File: src/hw/rtl/rfg_pkg.sv
`default_nettype none
// ----------------------------------------------------------------------------
// rfg_pkg : shared widths, types and constant functions
// Field widths, inter-module structs and the exp2 coefficient table builder
// of the radial falloff texel generator.
// ----------------------------------------------------------------------------
package rfg_pkg;

    localparam int IDX_W      = 8;    // row / column
    localparam int SIZE_W     = 9;    // image_size
    localparam int POW_W      = 8;    // falloff_power, Q4.4
    localparam int POW_FRAC   = 4;
    localparam int RGBA_W     = 32;
    localparam int CH_W       = 8;
    localparam int Q_W        = 15;   // axis magnitude fraction bits
    localparam int T_W        = 16;   // t = 1 - d, Q.15, up to 1.0
    localparam int L_W        = 20;   // -log2 t, Q.16
    localparam int PROD_W     = POW_W + L_W;
    localparam int E_W        = PROD_W - POW_FRAC;
    localparam int G_W        = 31;   // exp2 accumulator, Q.30
    localparam int COEF_W     = 30;
    localparam int F_W        = 17;   // falloff, Q.16, up to 1.0
    localparam int LOG_STEPS  = 16;
    localparam int EXP_STEPS  = 16;
    localparam int CFG_IDX_W  = 2;
    localparam int CFG_DATA_W = 32;

    localparam logic [T_W-1:0] T_ONE = 16'h8000;

    typedef enum logic [CFG_IDX_W-1:0] {
        REG_IMAGE_SIZE      = 2'd0,
        REG_FALLOFF_POWER   = 2'd1,
        REG_CENTER_RGBA     = 2'd2,
        REG_BACKGROUND_RGBA = 2'd3
    } cfg_reg_t;

    typedef struct packed {
        logic           zero;
        logic [T_W-1:0] t;
    } dist_t;

    typedef struct packed {
        logic        zero;
        logic [3:0]  ipart;
        logic [15:0] fpart;
    } exp_arg_t;

    // integer square root, evaluated at elaboration only
    function automatic logic [63:0] isqrt64(input logic [63:0] v);
        logic [63:0] rem;
        logic [63:0] res;
        logic [63:0] bitv;
        rem  = v;
        res  = '0;
        bitv = 64'h1 << 62;
        for (int i = 0; i < 32; i++)
        begin
            if (rem >= res + bitv)
            begin
                rem = rem - (res + bitv);
                res = (res >> 1) + bitv;
            end
            else
            begin
                res = res >> 1;
            end
            bitv = bitv >> 2;
        end
        return res;
    endfunction

    // Q.30 value of 2^(-2^-(j+1))
    function automatic logic [COEF_W-1:0] exp_coef(input int j);
        logic [63:0] c;
        c = isqrt64(64'h1 << 59);
        for (int i = 0; i < j; i++)
        begin
            c = isqrt64(c << 30);
        end
        return c[COEF_W-1:0];
    endfunction

endpackage
`default_nettype wire

File: src/hw/rtl/rfg_distance.sv
`default_nettype none
// ----------------------------------------------------------------------------
// rfg_distance : texel position to t = 1 - d
// Axis offsets divided by the side length (restoring, pipelined), squared,
// summed and passed through a pipelined digit-by-digit square root.
// ----------------------------------------------------------------------------
module rfg_distance (
    input  wire logic                      clk,
    input  wire logic                      rst_n,
    input  wire logic                      en,
    input  wire logic                      in_valid,
    input  wire logic [rfg_pkg::IDX_W-1:0]  row,
    input  wire logic [rfg_pkg::IDX_W-1:0]  column,
    input  wire logic [rfg_pkg::SIZE_W-1:0] image_size,
    output logic                           out_valid,
    output rfg_pkg::dist_t                 out_dist
);
    import rfg_pkg::*;

    localparam int DIV_PER     = 4;
    localparam int DIV_STAGES  = (Q_W + DIV_PER - 1) / DIV_PER;
    localparam int SQRT_PER    = 4;
    localparam int SQRT_STAGES = (Q_W + SQRT_PER - 1) / SQRT_PER;
    localparam int D2_W        = 2 * Q_W;
    localparam int AX_W        = IDX_W + 3;

    logic [IDX_W-1:0]  idx [2];
    logic [SIZE_W-1:0] size_eff;
    logic [SIZE_W-1:0] mag_next [2];
    logic              ovf_next;

    logic              div_vld_reg  [DIV_STAGES+1];
    logic              div_ovf_reg  [DIV_STAGES+1];
    logic [SIZE_W-1:0] div_size_reg [DIV_STAGES+1];
    logic [SIZE_W-1:0] div_rem_reg  [DIV_STAGES+1][2];
    logic [Q_W-1:0]    div_quo_reg  [DIV_STAGES+1][2];

    logic              sq_vld_reg;
    logic              sq_ovf_reg;
    logic [D2_W-1:0]   sq_reg [2];

    logic              rt_vld_reg  [SQRT_STAGES+1];
    logic              rt_zero_reg [SQRT_STAGES+1];
    logic [D2_W:0]     rt_rem_reg  [SQRT_STAGES+1];
    logic [D2_W:0]     rt_res_reg  [SQRT_STAGES+1];

    logic [D2_W:0]     d2_sum;

    assign idx[0] = column;
    assign idx[1] = row;

    // offset magnitude |2 idx - (S-1)|; at or beyond S the distance is past one
    always_comb
    begin
        logic [SIZE_W-1:0] size_m1;
        logic [AX_W-1:0]   diff;
        logic [AX_W-1:0]   mag;
        size_eff = (image_size == '0) ? SIZE_W'(1) : image_size;
        size_m1  = size_eff - SIZE_W'(1);
        for (int a = 0; a < 2; a++)
        begin
            diff        = {2'b00, idx[a], 1'b0} - {2'b00, size_m1};
            mag         = diff[AX_W-1] ? (~diff + AX_W'(1)) : diff;
            mag_next[a] = mag[SIZE_W-1:0];
        end
        ovf_next = (mag_next[0] >= size_eff) || (mag_next[1] >= size_eff);
    end

    always_ff @(posedge clk or negedge rst_n)
    begin
        if (!rst_n)
            div_vld_reg[0] <= 1'b0;
        else if (en)
            div_vld_reg[0] <= in_valid;
    end

    always_ff @(posedge clk)
    begin
        if (en)
        begin
            div_ovf_reg[0]  <= ovf_next;
            div_size_reg[0] <= size_eff;
            for (int a = 0; a < 2; a++)
            begin
                div_rem_reg[0][a] <= mag_next[a];
                div_quo_reg[0][a] <= '0;
            end
        end
    end

    for (genvar g = 0; g < DIV_STAGES; g++)
    begin : g_div
        logic [SIZE_W-1:0] rem_next [2];
        logic [Q_W-1:0]    quo_next [2];

        always_comb
        begin
            logic [SIZE_W:0]   trial;
            logic [SIZE_W-1:0] rem;
            logic [Q_W-1:0]    quo;
            for (int a = 0; a < 2; a++)
            begin
                rem = div_rem_reg[g][a];
                quo = div_quo_reg[g][a];
                for (int k = 0; k < DIV_PER; k++)
                begin
                    if (g * DIV_PER + k < Q_W)
                    begin
                        trial = {rem, 1'b0};
                        if (trial >= {1'b0, div_size_reg[g]})
                        begin
                            trial = trial - {1'b0, div_size_reg[g]};
                            quo   = {quo[Q_W-2:0], 1'b1};
                        end
                        else
                        begin
                            quo = {quo[Q_W-2:0], 1'b0};
                        end
                        rem = trial[SIZE_W-1:0];
                    end
                end
                rem_next[a] = rem;
                quo_next[a] = quo;
            end
        end

        always_ff @(posedge clk or negedge rst_n)
        begin
            if (!rst_n)
                div_vld_reg[g+1] <= 1'b0;
            else if (en)
                div_vld_reg[g+1] <= div_vld_reg[g];
        end

        always_ff @(posedge clk)
        begin
            if (en)
            begin
                div_ovf_reg[g+1]  <= div_ovf_reg[g];
                div_size_reg[g+1] <= div_size_reg[g];
                for (int a = 0; a < 2; a++)
                begin
                    div_rem_reg[g+1][a] <= rem_next[a];
                    div_quo_reg[g+1][a] <= quo_next[a];
                end
            end
        end
    end

    // square each axis
    always_ff @(posedge clk or negedge rst_n)
    begin
        if (!rst_n)
            sq_vld_reg <= 1'b0;
        else if (en)
            sq_vld_reg <= div_vld_reg[DIV_STAGES];
    end

    always_ff @(posedge clk)
    begin
        if (en)
        begin
            sq_ovf_reg <= div_ovf_reg[DIV_STAGES];
            for (int a = 0; a < 2; a++)
            begin
                sq_reg[a] <= {{Q_W{1'b0}}, div_quo_reg[DIV_STAGES][a]}
                           * {{Q_W{1'b0}}, div_quo_reg[DIV_STAGES][a]};
            end
        end
    end

    // sum, and drop to zero falloff at or beyond unit distance
    assign d2_sum = {1'b0, sq_reg[0]} + {1'b0, sq_reg[1]};

    always_ff @(posedge clk or negedge rst_n)
    begin
        if (!rst_n)
            rt_vld_reg[0] <= 1'b0;
        else if (en)
            rt_vld_reg[0] <= sq_vld_reg;
    end

    always_ff @(posedge clk)
    begin
        if (en)
        begin
            rt_zero_reg[0] <= sq_ovf_reg | d2_sum[D2_W];
            rt_rem_reg[0]  <= {1'b0, d2_sum[D2_W-1:0]};
            rt_res_reg[0]  <= '0;
        end
    end

    for (genvar h = 0; h < SQRT_STAGES; h++)
    begin : g_sqrt
        logic [D2_W:0] rem_next;
        logic [D2_W:0] res_next;

        always_comb
        begin
            logic [D2_W:0] rem;
            logic [D2_W:0] res;
            logic [D2_W:0] bitv;
            rem = rt_rem_reg[h];
            res = rt_res_reg[h];
            for (int k = 0; k < SQRT_PER; k++)
            begin
                if (h * SQRT_PER + k < Q_W)
                begin
                    bitv = (D2_W+1)'(1) << (2 * (Q_W - 1 - (h * SQRT_PER + k)));
                    if (rem >= res + bitv)
                    begin
                        rem = rem - (res + bitv);
                        res = (res >> 1) + bitv;
                    end
                    else
                    begin
                        res = res >> 1;
                    end
                end
            end
            rem_next = rem;
            res_next = res;
        end

        always_ff @(posedge clk or negedge rst_n)
        begin
            if (!rst_n)
                rt_vld_reg[h+1] <= 1'b0;
            else if (en)
                rt_vld_reg[h+1] <= rt_vld_reg[h];
        end

        always_ff @(posedge clk)
        begin
            if (en)
            begin
                rt_zero_reg[h+1] <= rt_zero_reg[h];
                rt_rem_reg[h+1]  <= rem_next;
                rt_res_reg[h+1]  <= res_next;
            end
        end
    end

    assign out_valid     = rt_vld_reg[SQRT_STAGES];
    assign out_dist.zero = rt_zero_reg[SQRT_STAGES];
    assign out_dist.t    = T_ONE - {1'b0, rt_res_reg[SQRT_STAGES][Q_W-1:0]};

endmodule
`default_nettype wire

File: config.mk
export PLATFORM = sky130hd
export DESIGN_NAME = rfg_distance
export DESIGN_NICKNAME = d
export VERILOG_FILES = /design/src/hw/rtl/rfg_pkg.sv /design/src/hw/rtl/rfg_distance.sv
export SDC_FILE = /design/constraint.sdc
export NUM_CORES = 2
export LEC_CHECK = 0
export BUFFER_PORTS_ARGS = -buffer_cell sky130_fd_sc_hd__buf_2
export CORE_MARGIN = 4
export CORE_UTILIZATION = 50
export DETAILED_ROUTE_END_ITERATION = 8
export GPL_ROUTABILITY_DRIVEN = 1
export PLACE_DENSITY_LB_ADDON = 0.3
export SLEW_MARGIN = 25
export SYNTH_ARGS = -nofsm -noshare
export SYNTH_HDL_FRONTEND = slang
export SYNTH_SLANG_ARGS = --single-unit
export TNS_END_PERCENT = 1
File: constraint.sdc
create_clock -name clk -period 11.5 [get_ports clk]
set_input_delay 2.3 -clock clk [delete_from_list [all_inputs] [get_ports clk]]
set_output_delay 2.3 -clock clk [all_outputs]
set_load 0.01 [all_outputs]
==> metrics <==
Final #Nets 6077; CP startpoint kind flop; io pins 47; share of cells above drive strength 1 6.909%; routability cong. 0.8877; Worst path depth 42; post-route ant nets 0; Synth area leaders edfxtp_1 26%, ha_1 16%, fa_1 12%; Slew headroom 33.55%; die height 320.1 µm; R2R Setup Slk 610 ps; worst slew pin tran 996.8 ps; Buffers on Ports 46; Critical Path End Type flop; DP Worst Slack 248.2 ps; commonest non-fill, non-tap cell in the layout ha_1; gr ovfl total 0; total CTS buffers 48; Synthesis Warnings 0; share of flip-flops with an asynchronous set or reset 2.576%; # setup viols final 0; CP max stage delay 510 ps; Worst EP arrival 11210 ps; Setup Skew 36.34 ps; fin. max-slew vios 0; Critical path destination rt_rem_reg[0][122]; Final Non-Filler Cells 6458; CP Class reg2reg; Hold Crit Class reg2reg; M1 WL 51610 µm; Detailed Route WL 111900 µm; final hold vios 0; DP Cell Count 6367; Worst Reg-to-Reg Cells 42; CTS tree built; max reg flops 123; Max Fclk 0.09183 GHz; drt pass-1 iters 5; distinct cell type count after synthesis 125; average footprint of a synthesized cell 9.484 µm²; first-pass GRT wire length 185300 µm; Req. time, crit path 11820 ps; Root Driver clkbuf_16; Final WS setup 610.7 ps; Synth top area share 25.64%; vias post-DR 37230; initial DRC count 2256; Cell Rows 114; WL per Instance 17.32 µm; Core ar. 96710 µm²; area grow syn2layout 6.536%; Syn Nets 6071; Initial Util 50.38%; largest net degree at the start of global routing 181; cells after synthesis 5137; CP Max Fanout 17; Worst-Skew Late Latency 610 ps; worst r2r src rt_res_reg[0][83]; Seq/Total Area, Yosys 26.21%; # clock sinks 427; H-tree Lvls 2; initial antenna violation count 1; Top FF cell, synth edfxtp_1; Die X 320.1 µm; CP delay by family, top simple AND/OR/NAND/NOR gates; crit share post-route 94.69%; Antenna Cells 0; outcome complete, no violations; most frequent cells in the layout 624 x ha_1, 433 x inv_1, 416 x edfxtp_1, 391 x nor2_1, 360 x nand2_1; Post-synth EDFFs 416; TNS Setup 0 ps; Syn Std Cell Area 48720 µm²; crit path time final 10890 ps; DIE AREA 102500 µm²; DR DRC count 0; worst setup path startpoint rt_res_reg[0][83]; met3 WL post-DR 5795 µm; met2 WL 51330 µm; vias per cell 5.764; post-synthesis register bit count 427; cell mode on critical path ha_1; Yosys top cell by area edfxtp_1; RR Endpoint rt_rem_reg[0][122]; Bufs and invs on worst path 5; Clock transition at path regs 70 ps; clk buf depth 3; DP Wirelength 88510 µm; max cap viols 0; Hold Crit Depth 0; top sig layer met4; Critical-path top delay cell or4_1; Tot GR Track Use 21.67%; number of global-route vias before repair 36770
[cell families (layout without fill, tap and decap cells)]
family	count (synthesis)	after routing	synth area share, %
compound gates	1166	1166	15.57
simple gates	1549	1549	16.19
flops	427	427	26.21
mux	110	110	2.507
buf+inv	567	612	4.458
xor+xnor	413	413	7.502
fa+ha+maj	905	905	27.57
[stage by stage]
step | instance area, µm² | hold WS, ps | util (%)
final | 51900 | 412.0 | 53.67
after global routing | 51900 | 417.7 | 53.67
after CTS | 51840 | 410.3 | 53.60
after detailed placement | 50310 | 404.5 | 52.02
after global placement | 50310 | 400.7 | 52.02
after floorplan | 48720 | 400.3 | -
[area by class of cell]
class | instances | area (µm²)
inverters | 441 | 1660
clock buffers | 55 | 1227
multi-input cells | 4143 | 33810
well taps | 1276 | 1597
repair buffers | 82 | 535.5
flip-flops and latches | 427 | 12770
fillers | 8641 | 44810
clock inverters | 34 | 300.3
[worst min path at each step]
| stage | from | endpoint | slack, ps |
|---|---|---|---|
| global placement | div_ovf_reg[0] | div_ovf_reg[1] | 400 |
| floorplan | div_ovf_reg[0] | div_ovf_reg[1] | 400 |
| CTS | div_ovf_reg[1] | div_ovf_reg[2] | 410 |
| global route | div_ovf_reg[1] | div_ovf_reg[2] | 420 |
| detailed placement | div_ovf_reg[0] | div_ovf_reg[1] | 400 |
| finish | div_ovf_reg[1] | div_ovf_reg[2] | 410 |
[worst register-to-register path: cells and delay by family, from the launching register on]
kind,cells,cell delay [ps]
and+or+nand+nor,17,4110
AOI/OAI and AO/OA,14,2970
adders and majority gates,4,1600
buffers and inverters,5,970
muxes,1,410
DFF,1,400
xor gates and xnor gates,1,180
[per-layer routing]
layer	track usage [%]	vias up
met5	0	-
met4	6.226	0
met2	35.62	877
met1	30.16	17850
li1	-	18300
met3	2.814	194
[what timing repair did]
item	4_1_cts	5_1_grt
resized for setup	0	5
buffers inserted	0	2
hold buffers	0	0
endpoints found under the setup margin	0	26
[Yosys cell counts (all sizes together) (14+ instances only)]
cell / number
nand3: 67
nand4: 51
o21bai: 51
a21oi: 324
o21ai: 265
nor4: 35
ha: 624
and3: 42
xnor2: 275
nand2b: 80
mux2: 96
xor2: 138
buf: 21
edfxtp: 416
a21o: 186
o211ai: 27
nor2b: 59
nand2: 362
mux2i: 14
inv: 438
o31ai: 46
nor2: 393
nand3b: 14
o21a: 83
a31oi: 38
a211oi: 20
or3: 36
and2: 179
and4: 25
fa: 281
or4: 17
a221o: 14
clkbuf: 105
or2: 34
nor3: 120
Power is left out: the tool's default activity adds up to more than one toggle a clock period on the data nets, which glitch-free logic cannot reach.
